--- src/b64e_pkg.sv ---
// ----------------------------------------------------------------------------
// b64e_pkg
// Shared types, constants and the character map of the base64 encoder.
// ----------------------------------------------------------------------------
package b64e_pkg;

  localparam int unsigned ByteW     = 8;
  localparam int unsigned TripleW   = 3 * ByteW;
  localparam int unsigned SextetW   = 6;
  localparam int unsigned PadW      = 2;
  localparam int unsigned QueueDepth = 2;

  localparam logic [ByteW-1:0] PAD_CHAR = 8'h3D;

  // one 24-bit group waiting to be turned into four characters
  typedef struct packed {
    logic [TripleW-1:0] triple;
    logic [PadW-1:0]    pads;
    logic               msg_end;
  } grp_t;

  localparam int unsigned GrpW = $bits(grp_t);

  // standard alphabet: A-Z, a-z, 0-9, '+', '/'
  function automatic logic [ByteW-1:0] sextet_char(input logic [SextetW-1:0] idx);
    logic [ByteW-1:0] wide_idx;
    logic [ByteW-1:0] ch;
    wide_idx = {{(ByteW-SextetW){1'b0}}, idx};
    if (idx < 6'd26) begin
      ch = 8'h41 + wide_idx;
    end else if (idx < 6'd52) begin
      ch = 8'h61 + wide_idx - 8'd26;
    end else if (idx < 6'd62) begin
      ch = 8'h30 + wide_idx - 8'd52;
    end else if (idx == 6'd62) begin
      ch = 8'h2B;
    end else begin
      ch = 8'h2F;
    end
    return ch;
  endfunction

endpackage

--- src/b64e_front.sv ---
// ----------------------------------------------------------------------------
// b64e_front
// Collects input bytes into 24-bit groups and pushes finished groups and the
// short group that closes a message.
module b64e_front
  import b64e_pkg::*;
(
  input  logic             clk,
  input  logic             rst_n,
  input  logic             in_valid,
  output logic             in_stall,
  input  logic [ByteW-1:0] in_data_byte,
  input  logic             in_last_byte,
  output logic             push,
  output grp_t             push_grp,
  input  logic             q_full
);

  logic [2*ByteW-1:0] held_r, held_nxt;
  logic [1:0]         cnt_r, cnt_nxt;
  logic               acc;

  assign in_stall = q_full;
  assign acc      = in_valid && !q_full;

  always_comb begin
    held_nxt = held_r;
    cnt_nxt  = cnt_r;
    push     = 1'b0;
    push_grp = '0;
    if (acc) begin
      case (cnt_r)
        2'd0: begin
          if (in_last_byte) begin
            push             = 1'b1;
            push_grp.triple  = {in_data_byte, {(2*ByteW){1'b0}}};
            push_grp.pads    = 2'd2;
            push_grp.msg_end = 1'b1;
          end else begin
            held_nxt = {{ByteW{1'b0}}, in_data_byte};
            cnt_nxt  = 2'd1;
          end
        end
        2'd1: begin
          if (in_last_byte) begin
            push             = 1'b1;
            push_grp.triple  = {held_r[ByteW-1:0], in_data_byte, {ByteW{1'b0}}};
            push_grp.pads    = 2'd1;
            push_grp.msg_end = 1'b1;
            held_nxt         = '0;
            cnt_nxt          = 2'd0;
          end else begin
            held_nxt = {held_r[ByteW-1:0], in_data_byte};
            cnt_nxt  = 2'd2;
          end
        end
        default: begin
          push             = 1'b1;
          push_grp.triple  = {held_r, in_data_byte};
          push_grp.pads    = 2'd0;
          push_grp.msg_end = in_last_byte;
          held_nxt         = '0;
          cnt_nxt          = 2'd0;
        end
      endcase
    end
  end

  always_ff @(posedge clk) begin
    if (!rst_n) begin
      held_r <= '0;
      cnt_r  <= '0;
    end else begin
      held_r <= held_nxt;
      cnt_r  <= cnt_nxt;
    end
  end

endmodule

--- src/b64e_queue.sv ---
// ----------------------------------------------------------------------------
// b64e_queue
// Short group queue between the byte collector and the character stage.
// ----------------------------------------------------------------------------
module b64e_queue
  import b64e_pkg::*;
#(
  parameter int unsigned Depth = QueueDepth
)
(
  input  logic clk,
  input  logic rst_n,
  input  logic push,
  input  grp_t push_grp,
  output logic full,
  input  logic pop,
  output logic not_empty,
  output grp_t head_grp
);

  localparam int unsigned PtrW = (Depth > 1) ? $clog2(Depth) : 1;
  localparam int unsigned CntW = $clog2(Depth + 1);

  grp_t            mem_r [Depth];
  logic [PtrW-1:0] wr_ptr_r, wr_ptr_nxt;
  logic [PtrW-1:0] rd_ptr_r, rd_ptr_nxt;
  logic [CntW-1:0] cnt_r, cnt_nxt;
  logic            do_push, do_pop;

  assign full      = (cnt_r == CntW'(Depth));
  assign not_empty = (cnt_r != '0);
  assign head_grp  = mem_r[rd_ptr_r];
  assign do_push   = push && !full;
  assign do_pop    = pop && not_empty;

  always_comb begin
    wr_ptr_nxt = wr_ptr_r;
    rd_ptr_nxt = rd_ptr_r;
    cnt_nxt    = cnt_r;
    if (do_push) begin
      wr_ptr_nxt = (wr_ptr_r == PtrW'(Depth - 1)) ? '0 : wr_ptr_r + 1'b1;
    end
    if (do_pop) begin
      rd_ptr_nxt = (rd_ptr_r == PtrW'(Depth - 1)) ? '0 : rd_ptr_r + 1'b1;
    end
    if (do_push && !do_pop) begin
      cnt_nxt = cnt_r + 1'b1;
    end else if (do_pop && !do_push) begin
      cnt_nxt = cnt_r - 1'b1;
    end
  end

  always_ff @(posedge clk) begin
    if (do_push) begin
      mem_r[wr_ptr_r] <= push_grp;
    end
  end

  always_ff @(posedge clk) begin
    if (!rst_n) begin
      wr_ptr_r <= '0;
      rd_ptr_r <= '0;
      cnt_r    <= '0;
    end else begin
      wr_ptr_r <= wr_ptr_nxt;
      rd_ptr_r <= rd_ptr_nxt;
      cnt_r    <= cnt_nxt;
    end
  end

endmodule

--- src/b64e_back.sv ---
// ----------------------------------------------------------------------------
// b64e_back
// Walks the head group a sextet a cycle into a char register unless stalled.
// ----------------------------------------------------------------------------
module b64e_back
  import b64e_pkg::*;
(
  input  logic             clk,
  input  logic             rst_n,
  input  logic             q_not_empty,
  input  grp_t             q_head,
  output logic             pop,
  output logic             out_valid,
  input  logic             out_stall,
  output logic [ByteW-1:0] out_code_char,
  output logic             out_group_last,
  output logic             out_message_end
);

  logic [1:0]         pos_r, pos_nxt;
  logic               vld_r, vld_nxt;
  logic [ByteW-1:0]   char_r, char_nxt;
  logic               glast_r, glast_nxt;
  logic               mend_r, mend_nxt;
  logic               load;
  logic [SextetW-1:0] sextet;
  logic               is_pad;

  assign load = !vld_r || !out_stall;

  always_comb begin
    case (pos_r)
      2'd0:    sextet = q_head.triple[23:18];
      2'd1:    sextet = q_head.triple[17:12];
      2'd2:    sextet = q_head.triple[11:6];
      default: sextet = q_head.triple[5:0];
    endcase
  end

  // two pads cover the last two places, one pad only the last
  assign is_pad = ((q_head.pads == 2'd2) && pos_r[1]) ||
                  ((q_head.pads == 2'd1) && (pos_r == 2'd3));

  always_comb begin
    pos_nxt   = pos_r;
    vld_nxt   = vld_r;
    char_nxt  = char_r;
    glast_nxt = glast_r;
    mend_nxt  = mend_r;
    pop       = 1'b0;
    if (load) begin
      vld_nxt = q_not_empty;
      if (q_not_empty) begin
        char_nxt  = is_pad ? PAD_CHAR : sextet_char(sextet);
        glast_nxt = (pos_r == 2'd3);
        mend_nxt  = (pos_r == 2'd3) && q_head.msg_end;
        pos_nxt   = pos_r + 1'b1;
        pop       = (pos_r == 2'd3);
      end
    end
  end

  always_ff @(posedge clk) begin
    if (!rst_n) begin
      pos_r <= '0;
      vld_r <= 1'b0;
    end else begin
      pos_r <= pos_nxt;
      vld_r <= vld_nxt;
    end
  end

  always_ff @(posedge clk) begin
    char_r  <= char_nxt;
    glast_r <= glast_nxt;
    mend_r  <= mend_nxt;
  end

  assign out_valid       = vld_r;
  assign out_code_char   = char_r;
  assign out_group_last  = glast_r;
  assign out_message_end = mend_r;

endmodule

--- src/base64_stream_encoder.sv ---
// ----------------------------------------------------------------------------
// base64_stream_encoder
// Streaming base64 encoder, standard alphabet with '=' padding.
// ----------------------------------------------------------------------------
// One raw byte per input word, with a flag on the final byte of a message.
// Bytes collect into 24-bit groups; each finished group (or the short group
// that closes a message) enters a queue of QDepth groups and leaves as
// four characters, one per output word, with group_last on the fourth and
// message_end on the fourth of the closing group. The character stage gives
// one character per cycle while out_stall does not hold it; a full group
// makes four characters from three bytes. Input bytes are taken every cycle
// until the queue is full. A completing byte's group is registered in the
// queue, and its first character is then registered in the character stage.
module base64_stream_encoder
  import b64e_pkg::*;
#(
  parameter int unsigned QDepth = QueueDepth
)
(
  input  logic             clk,
  input  logic             rst_n,
  input  logic             in_valid,
  output logic             in_stall,
  input  logic [ByteW-1:0] in_data_byte,
  input  logic             in_last_byte,
  output logic             out_valid,
  input  logic             out_stall,
  output logic [ByteW-1:0] out_code_char,
  output logic             out_group_last,
  output logic             out_message_end
);

  logic push, pop, q_full, q_not_empty;
  grp_t push_grp, head_grp;

  b64e_front u_front (
    .clk          (clk),
    .rst_n        (rst_n),
    .in_valid     (in_valid),
    .in_stall     (in_stall),
    .in_data_byte (in_data_byte),
    .in_last_byte (in_last_byte),
    .push         (push),
    .push_grp     (push_grp),
    .q_full       (q_full)
  );

  b64e_queue #(
    .Depth (QDepth)
  ) u_queue (
    .clk       (clk),
    .rst_n     (rst_n),
    .push      (push),
    .push_grp  (push_grp),
    .full      (q_full),
    .pop       (pop),
    .not_empty (q_not_empty),
    .head_grp  (head_grp)
  );

  b64e_back u_back (
    .clk             (clk),
    .rst_n           (rst_n),
    .q_not_empty     (q_not_empty),
    .q_head          (head_grp),
    .pop             (pop),
    .out_valid       (out_valid),
    .out_stall       (out_stall),
    .out_code_char   (out_code_char),
    .out_group_last  (out_group_last),
    .out_message_end (out_message_end)
  );

endmodule
--- config.mk ---
export PLATFORM = sky130hd
export DESIGN_NAME = base64_stream_encoder
export DESIGN_NICKNAME = d
export VERILOG_FILES = /design/src/b64e_pkg.sv /design/src/b64e_front.sv /design/src/b64e_queue.sv /design/src/b64e_back.sv /design/src/base64_stream_encoder.sv
export SDC_FILE = /design/constraint.sdc
export NUM_CORES = 1
export LEC_CHECK = 0
export ABC_CLOCK_PERIOD_IN_PS = 7780
export BUFFER_PORTS_ARGS = -buffer_cell sky130_fd_sc_hd__buf_2
export CAP_MARGIN = 20
export CORE_MARGIN = 2
export CORE_UTILIZATION = 40
export CTS_CLUSTER_DIAMETER = 200
export DETAILED_ROUTE_END_ITERATION = 7
export GPL_TIMING_DRIVEN = 0
export HOLD_SLACK_MARGIN = 0.05
export PLACE_DENSITY_LB_ADDON = 0.08
export SETUP_SLACK_MARGIN = 0.5
export SLEW_MARGIN = 0
export SYNTH_ARGS = -nofsm -noshare
export SYNTH_HDL_FRONTEND = slang
export SYNTH_SLANG_ARGS = --single-unit
--- constraint.sdc ---
create_clock -name clk -period 7.78 [get_ports clk]
set_clock_uncertainty 0.1 [all_clocks]
set_input_delay 0.389 -clock clk [delete_from_list [all_inputs] [get_ports clk]]
set_output_delay 0.389 -clock clk [all_outputs]
set_load 0.1 [all_outputs]
==> results.json, run 1 <==
{
  "grt_overflow_total": 0,
  "clkTransAtPathRegs_ps": 80,
  "maximum_count_of_clock_buffers_along_a_single_path": 2,
  "rsz0062_at_grt": "no",
  "ys_seq_elements": 90,
  "synth_async_sr_flop_share": 0,
  "drt_drc_violations_left": 0,
  "timing.final.hold_violations": 0,
  "fin_crit_ps": 3360,
  "drtPass1Iterations": 4,
  "gr-usage-met1": 0.234,
  "initial_drc_count": 131,
  "finalSetupViolCount": 0,
  "final_net_count": 433,
  "synth_enable_flop_cells": 64,
  "count_of_antenna_violating_nets_left_after_detailed_routing": 0,
  "die_y_um": 107,
  "cts_root_buffer": "sky130_fd_sc_hd__clkbuf_8",
  "cp.arrival_ps": 3370,
  "clock_tree.htree_level_count": 3,
  "p_leak_nw": 1.70,
  "sequential_share_of_the_synthesized_area": 0.570,
  "cpMaxStageDelayCell": "sky130_fd_sc_hd__dfxtp_1",
  "yosysWarningCount": 0,
  "hpwl_um": 6800,
  "postCtsSetupRepairBufs": 0,
  "use_met3": 0.0309,
  "vdd.ir_drop.worst_v": 0.000138,
  "grt_util_all_layers": 0.175,
  "post_synth_instance_area_um2": 4280,
  "internal_power_w": 0.000790,
  "required_ps": 7790,
  "ios": 25,
  "max_freq_mhz": 298,
  "gate_power_share": 0.283,
  "final_hold_slack_ps": 188,
  "synthDistinctLibCells": 53,
  "n_antenna_cell": 0,
  "switching_share": 0.346,
  "run_status": "finished, final reports clean",
  "post_cts_hold_buffer_count": 0,
  "start_util": 0.413,
  "grt_max_degree": 29,
  "maxSlewHeadroom": 0.378,
  "cts_inserted_buffers": 9,
  "met2_usage": 0.287,
  "grt_first_pass_wirelength_um": 15200,
  "critPathMaxFanout": 10,
  "dp_slack_ps": 4450,
  "number_of_global_route_vias_before_repair": 2857,
  "worst_slack_ps": 4420,
  "critical_path.startpoint_type": "flip-flop",
  "max_stage_delay_ps": 340,
  "cts-resized-gates": 0,
  "placement.io_buffers": 24,
  "slew_violations": 0,
  "synth_flop_cell": "sky130_fd_sc_hd__edfxtp_1",
  "clock-sinks": 90,
  "die_area_um2": 11600,
  "tritoncts": "built",
  "post_route_cells_drive_above_1_share": 0.165,
  "power.density_nw_per_um2": 253,
  "nets_in_the_synthesized_netlist": 397,
  "antenna_violations_before_repair": 0,
  "route.detailed.wl_per_inst_um": 17.2,
  "vias_per_cell": 5.38,
  "clock_power_share": 0.253,
  "p_switching_w": 0.000418,
  "totalWireLength_um": 9390,
  "die_width_um": 107,
  "busiest_layer": "met2",
  "timing.critical_path.to_type": "flip-flop",
  "clk_latency_ps": 360,
  "period_share": 0.432,
  "synthesized_instance_count": 370,
  "setup.worst_path.class": "flip-flop to flip-flop",
  "max_slew.worst_pin.slew_ps": 926,
  "critical_path.cell_chain": "inv_1 > ha_1 > buf_2 > a22oi_1 > nand3_1 > nand3_2 > inv_1 > ha_1 > clkbuf_1 > a31oi_1 > o21ai_2 > a21oi_1 > a311o_1",
  "worstHoldPathType": "primary input to flip-flop",
  "fin_setup_tns_ps": 0,
  "fp.coreArea_um2": 10400,
  "area_delta_synth_final_pct": 11.6,
  "max-cap-violations": 0,
  "syn_avg_cell_area_um2": 11.6,
  "core.rowCount": 37,
  "detailroute.via_count": 2941,
  "pwr-share-seq": 0.463,
  "global_placer_s_final_weighted_congestion": 0.872
}
metal layers:
metal  vias to the layer above  part of all wire
met2                        52              0.48
met5                         -                 0
met3                         9             0.029
li1                       1455                 -
met1                      1425              0.48
met4                         0             0.013
flip-flops by register name, summed over array words and instances, names as in the netlist, named ones only:
signal                  cells
u_queue.mem_r              54
u_front.held_r             16
u_back.out_code_char        8
u_front.cnt_r               2
u_queue.cnt_r               2
u_queue.wr_ptr_r            1
u_back.out_group_last       1
u_back.out_valid            1
u_back.pos_r                2
u_back.out_message_end      1
u_queue.rd_ptr_r            1
worst max-delay path: cells and delay by family (launching register included):
kind / cells / cell delay [ps]
AO/OA/AOI/OAI: 5 / 1040
buffers and inverters: 4 / 930
adder cells (fa/ha/maj): 2 / 420
flip-flops: 1 / 340
AND/OR/NAND/NOR: 2 / 290
cells by family (layout without fill, tap and decap cells):
logic type                 Yosys count  count (layout)  synth area share
AOI/OAI and AO/OA                   85              85             0.149
adders and majority gates           14              14            0.0409
DFF                                 90              90             0.570
and+or+nand+nor                    119             119             0.145
muxes                               19              19            0.0470
xor gates and xnor gates             5               5            0.0102
buffers and inverters               38              79            0.0380
cells in the mapped netlist, types with 2 or more instances:
| cell type | number | share of area |
|---|---|---|
| sky130_fd_sc_hd__a21boi_0 | 2 | 0.0035 |
| sky130_fd_sc_hd__a21oi_1 | 9 | 0.011 |
| sky130_fd_sc_hd__a22o_1 | 8 | 0.016 |
| sky130_fd_sc_hd__a22oi_1 | 36 | 0.063 |
| sky130_fd_sc_hd__a311oi_1 | 2 | 0.0041 |
| sky130_fd_sc_hd__a31oi_1 | 6 | 0.0088 |
| sky130_fd_sc_hd__and2_1 | 6 | 0.0088 |
| sky130_fd_sc_hd__and3_1 | 12 | 0.018 |
| sky130_fd_sc_hd__buf_2 | 7 | 0.0082 |
| sky130_fd_sc_hd__clkbuf_1 | 11 | 0.0096 |
| sky130_fd_sc_hd__dfxtp_1 | 26 | 0.12 |
| sky130_fd_sc_hd__edfxtp_1 | 64 | 0.45 |
| sky130_fd_sc_hd__ha_1 | 14 | 0.041 |
| sky130_fd_sc_hd__inv_1 | 15 | 0.013 |
| sky130_fd_sc_hd__inv_2 | 2 | 0.0018 |
| sky130_fd_sc_hd__mux2_2 | 9 | 0.024 |
| sky130_fd_sc_hd__mux2i_1 | 10 | 0.023 |
| sky130_fd_sc_hd__nand2_1 | 30 | 0.026 |
| sky130_fd_sc_hd__nand3_1 | 14 | 0.016 |
| sky130_fd_sc_hd__nand4_1 | 3 | 0.0044 |
| sky130_fd_sc_hd__nor2_1 | 17 | 0.015 |
| sky130_fd_sc_hd__nor2b_1 | 22 | 0.032 |
| sky130_fd_sc_hd__nor3_1 | 4 | 0.0047 |
| sky130_fd_sc_hd__nor4_1 | 2 | 0.0029 |
| sky130_fd_sc_hd__o2111ai_1 | 2 | 0.0041 |
| sky130_fd_sc_hd__o211ai_1 | 2 | 0.0035 |
| sky130_fd_sc_hd__o21ai_0 | 5 | 0.0058 |
| sky130_fd_sc_hd__o21ai_1 | 2 | 0.0023 |
| sky130_fd_sc_hd__xnor2_1 | 4 | 0.0082 |
cell usage in the layout (no fill, tap or decap), types with 8 or more instances in the layout:
cell type / count
sky130_fd_sc_hd__buf_2: 31
sky130_fd_sc_hd__clkbuf_8: 12
sky130_fd_sc_hd__nor2b_1: 21
sky130_fd_sc_hd__dfxtp_1: 26
sky130_fd_sc_hd__mux2_2: 9
sky130_fd_sc_hd__nand3_1: 14
sky130_fd_sc_hd__a21oi_1: 9
sky130_fd_sc_hd__clkbuf_1: 14
sky130_fd_sc_hd__inv_1: 15
sky130_fd_sc_hd__and3_1: 12
sky130_fd_sc_hd__ha_1: 14
sky130_fd_sc_hd__a22o_1: 8
sky130_fd_sc_hd__mux2i_1: 10
sky130_fd_sc_hd__nand2_1: 30
sky130_fd_sc_hd__nor2_1: 16
sky130_fd_sc_hd__a22oi_1: 36
sky130_fd_sc_hd__edfxtp_1: 64
layout make-up:
cell class | count | area (µm²)
Clock inverter | 1 | 8.76
Fill cell | 1011 | 5590
Sequential cell | 90 | 2440
Inverter | 17 | 63.8
Clock buffer | 15 | 176
Tap cell | 136 | 170
Multi-Input combinational cell | 242 | 1690
Buffer | 21 | 98.8
Timing Repair Buffer | 25 | 128
stage by stage:
stage	utilization	power, W	instance area, µm²	std cells
global route	0.461	0.00127	4780	547
finish	0.461	0.00121	4780	547
global placement	0.441	0.000911	4570	530
CTS	0.461	0.00122	4780	547
detailed placement	0.443	0.000912	4600	531
floorplan	-	0.000835	4280	370
path summary, 6_finish.rpt:
check	end	slack (ps)	startpoint	cells past startpoint
setup / recovery	u_back.out_code_char[0]	4420	u_back.pos_r[0]	13
hold / removal	u_back.out_valid	190	out_stall	3
setup reg to reg	u_back.out_code_char[0]	4420	u_back.pos_r[0]	13
hold reg to reg	u_back.out_valid	380	u_back.out_valid	2
power by group through the flow:
| stage | Sequential, W | Combinational (W) | Clock [W] |
|---|---|---|---|
| after floorplan | 0.000646 | 0.000189 | 0 |
| after global routing | 0.000563 | 0.000373 | 0.000331 |
| after CTS | 0.000560 | 0.000342 | 0.000315 |
| final | 0.000559 | 0.000342 | 0.000306 |
| after global placement | 0.000571 | 0.000340 | 0 |
| after detailed placement | 0.000571 | 0.000341 | 0 |
Note: power is estimated with default switching activity, not from simulation.
==> inputs of run 2 (changes only) <==
Settings changed: ABC_CLOCK_PERIOD_IN_PS 7780 to 2800.
Clock period 7.78 ns to 2.8 ns, I/O delays scaled along.
==> run 2 against run 1 <==
Effect of this change: core utilization rose by 9.0 points; sequential cell count stayed put; register-to-register slack worse by 4300 ps; final area is 20% higher; die area unchanged; maximum frequency increased by 26%; critical path type unchanged; setup slack worse by 4300 ps; sequential power rose to 2.8 times the previous value.
==> results.json, run 2 (synthesis gave the netlist of run 1 again) <==
{
  "ios": 25,
  "min_to": "u_queue.mem_r[1][0]",
  "worstHoldPathType": "primary input to flip-flop",
  "fin_setup_tns_ps": 0,
  "gate_power_share": 0.380,
  "max_freq_mhz": 374,
  "slew_violations": 0,
  "p_switching_w": 0.00136,
  "cts_inserted_buffers": 9,
  "max-cap-violations": 0,
  "initial_drc_count": 190,
  "global_placer_s_final_weighted_congestion": 0.846,
  "run_status": "finished, final reports clean",
  "fin_crit_ps": 2670,
  "clk_latency_ps": 350,
  "count_of_antenna_violating_nets_left_after_detailed_routing": 0,
  "largest_reg_flops": 54,
  "timing.final.hold_violations": 0,
  "grt_first_pass_wirelength_um": 16200,
  "cts_root_buffer": "sky130_fd_sc_hd__clkbuf_8",
  "p_leak_nw": 2.04,
  "worstHoldStart": "in_last_byte",
  "vias_per_cell": 5.37,
  "core.rowCount": 37,
  "totalWireLength_um": 10400,
  "clock-sinks": 90,
  "rsz0062_at_grt": "yes",
  "layout.cells.most_common": "sky130_fd_sc_hd__edfxtp_1",
  "tritoncts": "built",
  "final_net_count": 482,
  "critPathMaxFanout": 5,
  "clock_tree.htree_level_count": 3,
  "grt_max_degree": 15,
  "timing.critical_path.to_type": "flip-flop",
  "maximum_count_of_clock_buffers_along_a_single_path": 2,
  "vdd.ir_drop.worst_v": 0.000371,
  "post_route_cells_drive_above_1_share": 0.343,
  "number_of_global_route_vias_before_repair": 3118,
  "clock_power_share": 0.222,
  "hpwl_um": 6690,
  "critical_path.startpoint_type": "flip-flop",
  "die_area_um2": 11600,
  "power.density_nw_per_um2": 689,
  "antenna_violations_before_repair": 0,
  "max_flop_register": "u_queue.mem_r",
  "switching_share": 0.345,
  "worst-r2r-setup-slack_ps": 130,
  "min_delay_path_depth": 3,
  "period_share": 0.954,
  "clkTransAtPathRegs_ps": 90,
  "placed_cells_incl_taps": 530,
  "route.detailed.wl_per_inst_um": 17.5,
  "grt_util_all_layers": 0.186,
  "die_y_um": 107,
  "internal_power_w": 0.00258,
  "required_ps": 2780,
  "cp.arrival_ps": 2650,
  "pwr-share-seq": 0.398,
  "final_core_util": 0.551,
  "fp.coreArea_um2": 10400,
  "r2r.worst_path.cells": 14,
  "rr_endpoint": "u_back.out_code_char[4]",
  "setup.worst_path.class": "flip-flop to flip-flop",
  "n_antenna_cell": 0,
  "drtPass1Iterations": 4,
  "crit-reg2reg-launch": "u_back.pos_r[0]",
  "finalSetupViolCount": 0,
  "start_util": 0.413,
  "maxSlewHeadroom": 0.525,
  "detailroute.via_count": 3198,
  "stdcell_count": 596,
  "grt_overflow_total": 0,
  "max_slew.worst_pin.slew_ps": 709,
  "area_delta_synth_final_pct": 33.4,
  "die_width_um": 107,
  "placement.io_buffers": 24,
  "drt_drc_violations_left": 0,
  "mostFrequentLayoutCells": "64 x sky130_fd_sc_hd__edfxtp_1, 30 x sky130_fd_sc_hd__a22oi_1, 28 x sky130_fd_sc_hd__nand2_1, 28 x sky130_fd_sc_hd__buf_4, 25 x sky130_fd_sc_hd__buf_2"
}
==> run 2: changes by cell type in the layout (fill, tap and decap cells not counted), moves of 7 or more <==
cell / previous run / this run
sky130_fd_sc_hd__buf_4: 2 / 28
sky130_fd_sc_hd__dlygate4sd3_1: 0 / 14
sky130_fd_sc_hd__ha_1: 14 / 4
sky130_fd_sc_hd__inv_1: 15 / 7
sky130_fd_sc_hd__ha_4: 0 / 7
sky130_fd_sc_hd__inv_4: 0 / 7
==> run 2: cell type report <==
| class | count | area, µm² |
|---|---|---|
| fill | 881 | 4650 |
| sequential | 90 | 2450 |
| inverter | 17 | 88.8 |
| clock buffer | 11 | 141 |
| clock inverter | 5 | 53.8 |
| multi-input combinational | 244 | 2040 |
| buffer | 21 | 190 |
| tap | 136 | 170 |
| timing repair buffer | 72 | 586 |
==> run 2: through the flow <==
stage	worst slack (ps)	area (µm²)	power, W	hold WS (ps)
4_1_cts	164	5550	0.00383	105
6_report	128	5720	0.00394	148
3_3_place_gp	39.0	4800	0.00267	328
2_1_floorplan	396	4510	0.00246	168
3_5_place_dp	41.5	4800	0.00268	335
5_1_grt	21.2	5720	0.00411	173
==> run 2: how the worst max path moves through the flow <==
stage,from,endpoint,slack [ps]
finish,u_back.pos_r[0],u_back.out_code_char[4],130
global route,u_back.pos_r[0],u_back.out_code_char[4],20
CTS,u_back.pos_r[1],u_back.out_code_char[4],160
detailed placement,u_back.pos_r[1],u_back.out_code_char[6],40
global placement,u_back.pos_r[1],u_back.out_code_char[6],40
floorplan,u_back.pos_r[0],u_back.out_code_char[0],400
==> run 2: timing repair <==
action	4_1_cts	5_1_grt
hold buffers	14	0
cloned	3	1
endpoints found under the hold margin	17	0
pin swaps	28	12
endpoints found under the setup margin	65	12
setup buffers	23	9
gates resized for setup	41	17
==> run 2: power groups by stage <==
stage          clock [W]  sequential, W  combinational (W)
3_5_place_dp           0        0.00159            0.00109
6_report        0.000876        0.00157            0.00150
5_1_grt         0.000941        0.00157            0.00159
4_1_cts         0.000894        0.00156            0.00137
2_1_floorplan          0        0.00180           0.000655
3_3_place_gp           0        0.00159            0.00108
==> run 2: worst max-delay path, stage by stage, from the launching register on <==
cell                        delay (ps)
sky130_fd_sc_hd__dfxtp_4           400
sky130_fd_sc_hd__inv_4              60
sky130_fd_sc_hd__ha_4              180
sky130_fd_sc_hd__buf_8             130
sky130_fd_sc_hd__a22oi_2           190
sky130_fd_sc_hd__nand3_1           110
sky130_fd_sc_hd__and3_4            170
sky130_fd_sc_hd__buf_6             130
sky130_fd_sc_hd__ha_4              170
sky130_fd_sc_hd__nor2b_4           120
sky130_fd_sc_hd__buf_8             120
sky130_fd_sc_hd__nor2_4            120
sky130_fd_sc_hd__a31oi_1            50
sky130_fd_sc_hd__o21ai_1           150
sky130_fd_sc_hd__o2111ai_2         170
==> run 2: routing by layer <==
layer | vias up | routed length [µm] | GRT usage
met5 | - | 0 | 0
met4 | 0 | 198 | 0.0806
met3 | 17 | 298 | 0.0291
met2 | 72 | 5280 | 0.323
met1 | 1551 | 4640 | 0.227
li1 | 1558 | - | -
==> inputs of run 3 (changes only) <==
Settings changed: REMOVE_ABC_BUFFERS from default to 1.
==> run 3 against run 2 <==
Effect of this change: largest cell class unchanged; sequential cell count is the same; die area unchanged; core utilization fell by 0.58 points; power rose by 2.6%.
==> results.json, run 3 (synthesis gave the netlist of run 1 again) <==
{
  "run_status": "finished, final reports clean",
  "slew_violations": 0,
  "cp.arrival_ps": 2580,
  "final_net_count": 469,
  "start_util": 0.413,
  "maximum_count_of_clock_buffers_along_a_single_path": 2,
  "final_hold_slack_ps": 103,
  "initial_drc_count": 148,
  "timing.final.hold_violations": 0,
  "max_flop_register": "u_queue.mem_r",
  "placed_cell_area_um2": 4500,
  "crit-reg2reg-launch": "u_back.pos_r[1]",
  "finalSetupViolCount": 0,
  "mostFrequentLayoutCells": "64 x sky130_fd_sc_hd__edfxtp_1, 39 x sky130_fd_sc_hd__buf_4, 29 x sky130_fd_sc_hd__a22oi_1, 29 x sky130_fd_sc_hd__nand2_1, 24 x sky130_fd_sc_hd__buf_2",
  "antenna_violations_before_repair": 0,
  "grt_overflow_total": 0,
  "cts_inserted_buffers": 9,
  "clock-sinks": 90,
  "setup.worst_path.class": "flip-flop to flip-flop",
  "totalWireLength_um": 10300,
  "core.rowCount": 37,
  "max_slew.worst_pin.slew_ps": 812,
  "final.fill_count": 927,
  "area.sequential_um2": 2450,
  "timing.critical_path.from": "u_back.pos_r[1]",
  "critPathMaxFanout": 7,
  "grt_max_degree": 27,
  "max_freq_mhz": 389,
  "largest_reg_flops": 54,
  "die_area_um2": 11600,
  "global_placer_s_final_weighted_congestion": 0.855,
  "vias_per_cell": 5.42,
  "die_width_um": 107,
  "placement.io_buffers": 24,
  "final_area_um2": 5660,
  "route.detailed.wl_per_inst_um": 17.7,
  "worstHoldStart": "rst_n",
  "hpwl_um": 6380,
  "fin_crit_ps": 2570,
  "p_leak_nw": 2.00,
  "rsz0062_at_grt": "yes",
  "post_route_cells_drive_above_1_share": 0.389,
  "period_share": 0.919,
  "grt_first_pass_wirelength_um": 16000,
  "max-cap-violations": 0,
  "clk_latency_ps": 360,
  "drt_drc_violations_left": 0,
  "cts_root_buffer": "sky130_fd_sc_hd__clkbuf_8",
  "number_of_global_route_vias_before_repair": 3108,
  "n_antenna_cell": 0,
  "clkTransAtPathRegs_ps": 100,
  "vdd.ir_drop.worst_v": 0.000417,
  "required_ps": 2810,
  "worstHoldPathType": "primary input to flip-flop",
  "detailroute.via_count": 3159,
  "area_delta_synth_final_pct": 32.0,
  "die_y_um": 107,
  "ios": 25,
  "totalPowerFinal_w": 0.00404,
  "clock_tree.htree_level_count": 3,
  "drtPass1Iterations": 4,
  "critical_path.startpoint_type": "flip-flop",
  "maxSlewHeadroom": 0.456,
  "power.density_nw_per_um2": 714,
  "layout.cells.most_common": "sky130_fd_sc_hd__edfxtp_1",
  "grt_util_all_layers": 0.184,
  "fp.coreArea_um2": 10400,
  "timing.critical_path.to_type": "flip-flop",
  "fin_setup_tns_ps": 0,
  "count_of_antenna_violating_nets_left_after_detailed_routing": 0,
  "multiInputGateArea_um2": 2130,
  "tritoncts": "built",
  "final_core_util": 0.545
}
run 3: cell type report:
type / count / share of cell area
inverters: 17 / 0.0144
well taps: 136 / 0.0301
flip-flops and latches: 90 / 0.434
clock inverters: 7 / 0.0164
repair buffers: 80 / 0.106
clock buffers: 9 / 0.0219
multi-input cells: 244 / 0.377
run 3: path summary, 6_finish.rpt:
kind	end	slack, ps	cells after the start
setup / recovery	u_back.out_code_char[5]	230	11
hold / removal	u_back.pos_r[1]	100	2
setup reg to reg	u_back.out_code_char[5]	230	11
hold reg to reg	u_back.out_valid	400	2
run 3: report_power, final:
part,total [W],switching [W],internal [W]
Sequential,0.00157,0.0000442,0.00152
Combinational,0.00152,0.000907,0.000614
Clock,0.000951,0.000512,0.000439
run 3: through the flow:
step	setup WS, ps	std cells
floorplan	61.5	349
global placement	-938	509
detailed placement	-764	510
CTS	293	571
global route	158	583
finish	228	583
run 3: metal layers:
layer	up-vias	global-route usage	share of wire
met5	-	0	0
met4	0	0.0531	0.0084
met3	9	0.0309	0.024
met2	58	0.341	0.53
met1	1562	0.217	0.44
li1	1530	-	-
run 3: worst max-delay path, cell delays in order (launching register included):
cell and delay (ps):
sky130_fd_sc_hd__dfxtp_4 390, sky130_fd_sc_hd__buf_12 130, sky130_fd_sc_hd__ha_4 190, sky130_fd_sc_hd__nor2b_4 200
sky130_fd_sc_hd__buf_4 160, sky130_fd_sc_hd__nand3_1 60, sky130_fd_sc_hd__and3_4 200, sky130_fd_sc_hd__ha_4 200
sky130_fd_sc_hd__nor2b_4 160, sky130_fd_sc_hd__buf_4 150, sky130_fd_sc_hd__a2111oi_2 230, sky130_fd_sc_hd__o21ai_1 140
run 3: repair_timing:
| item | 4_1_cts | 5_1_grt |
|---|---|---|
| hold buffers | 9 | 0 |
| setup buffers | 34 | 12 |
| endpoints found under the setup margin | 74 | 18 |
| resized for setup | 87 | 28 |
| endpoints found under the hold margin | 19 | 0 |
| pin swaps | 28 | 19 |
| cloned | 2 | 0 |
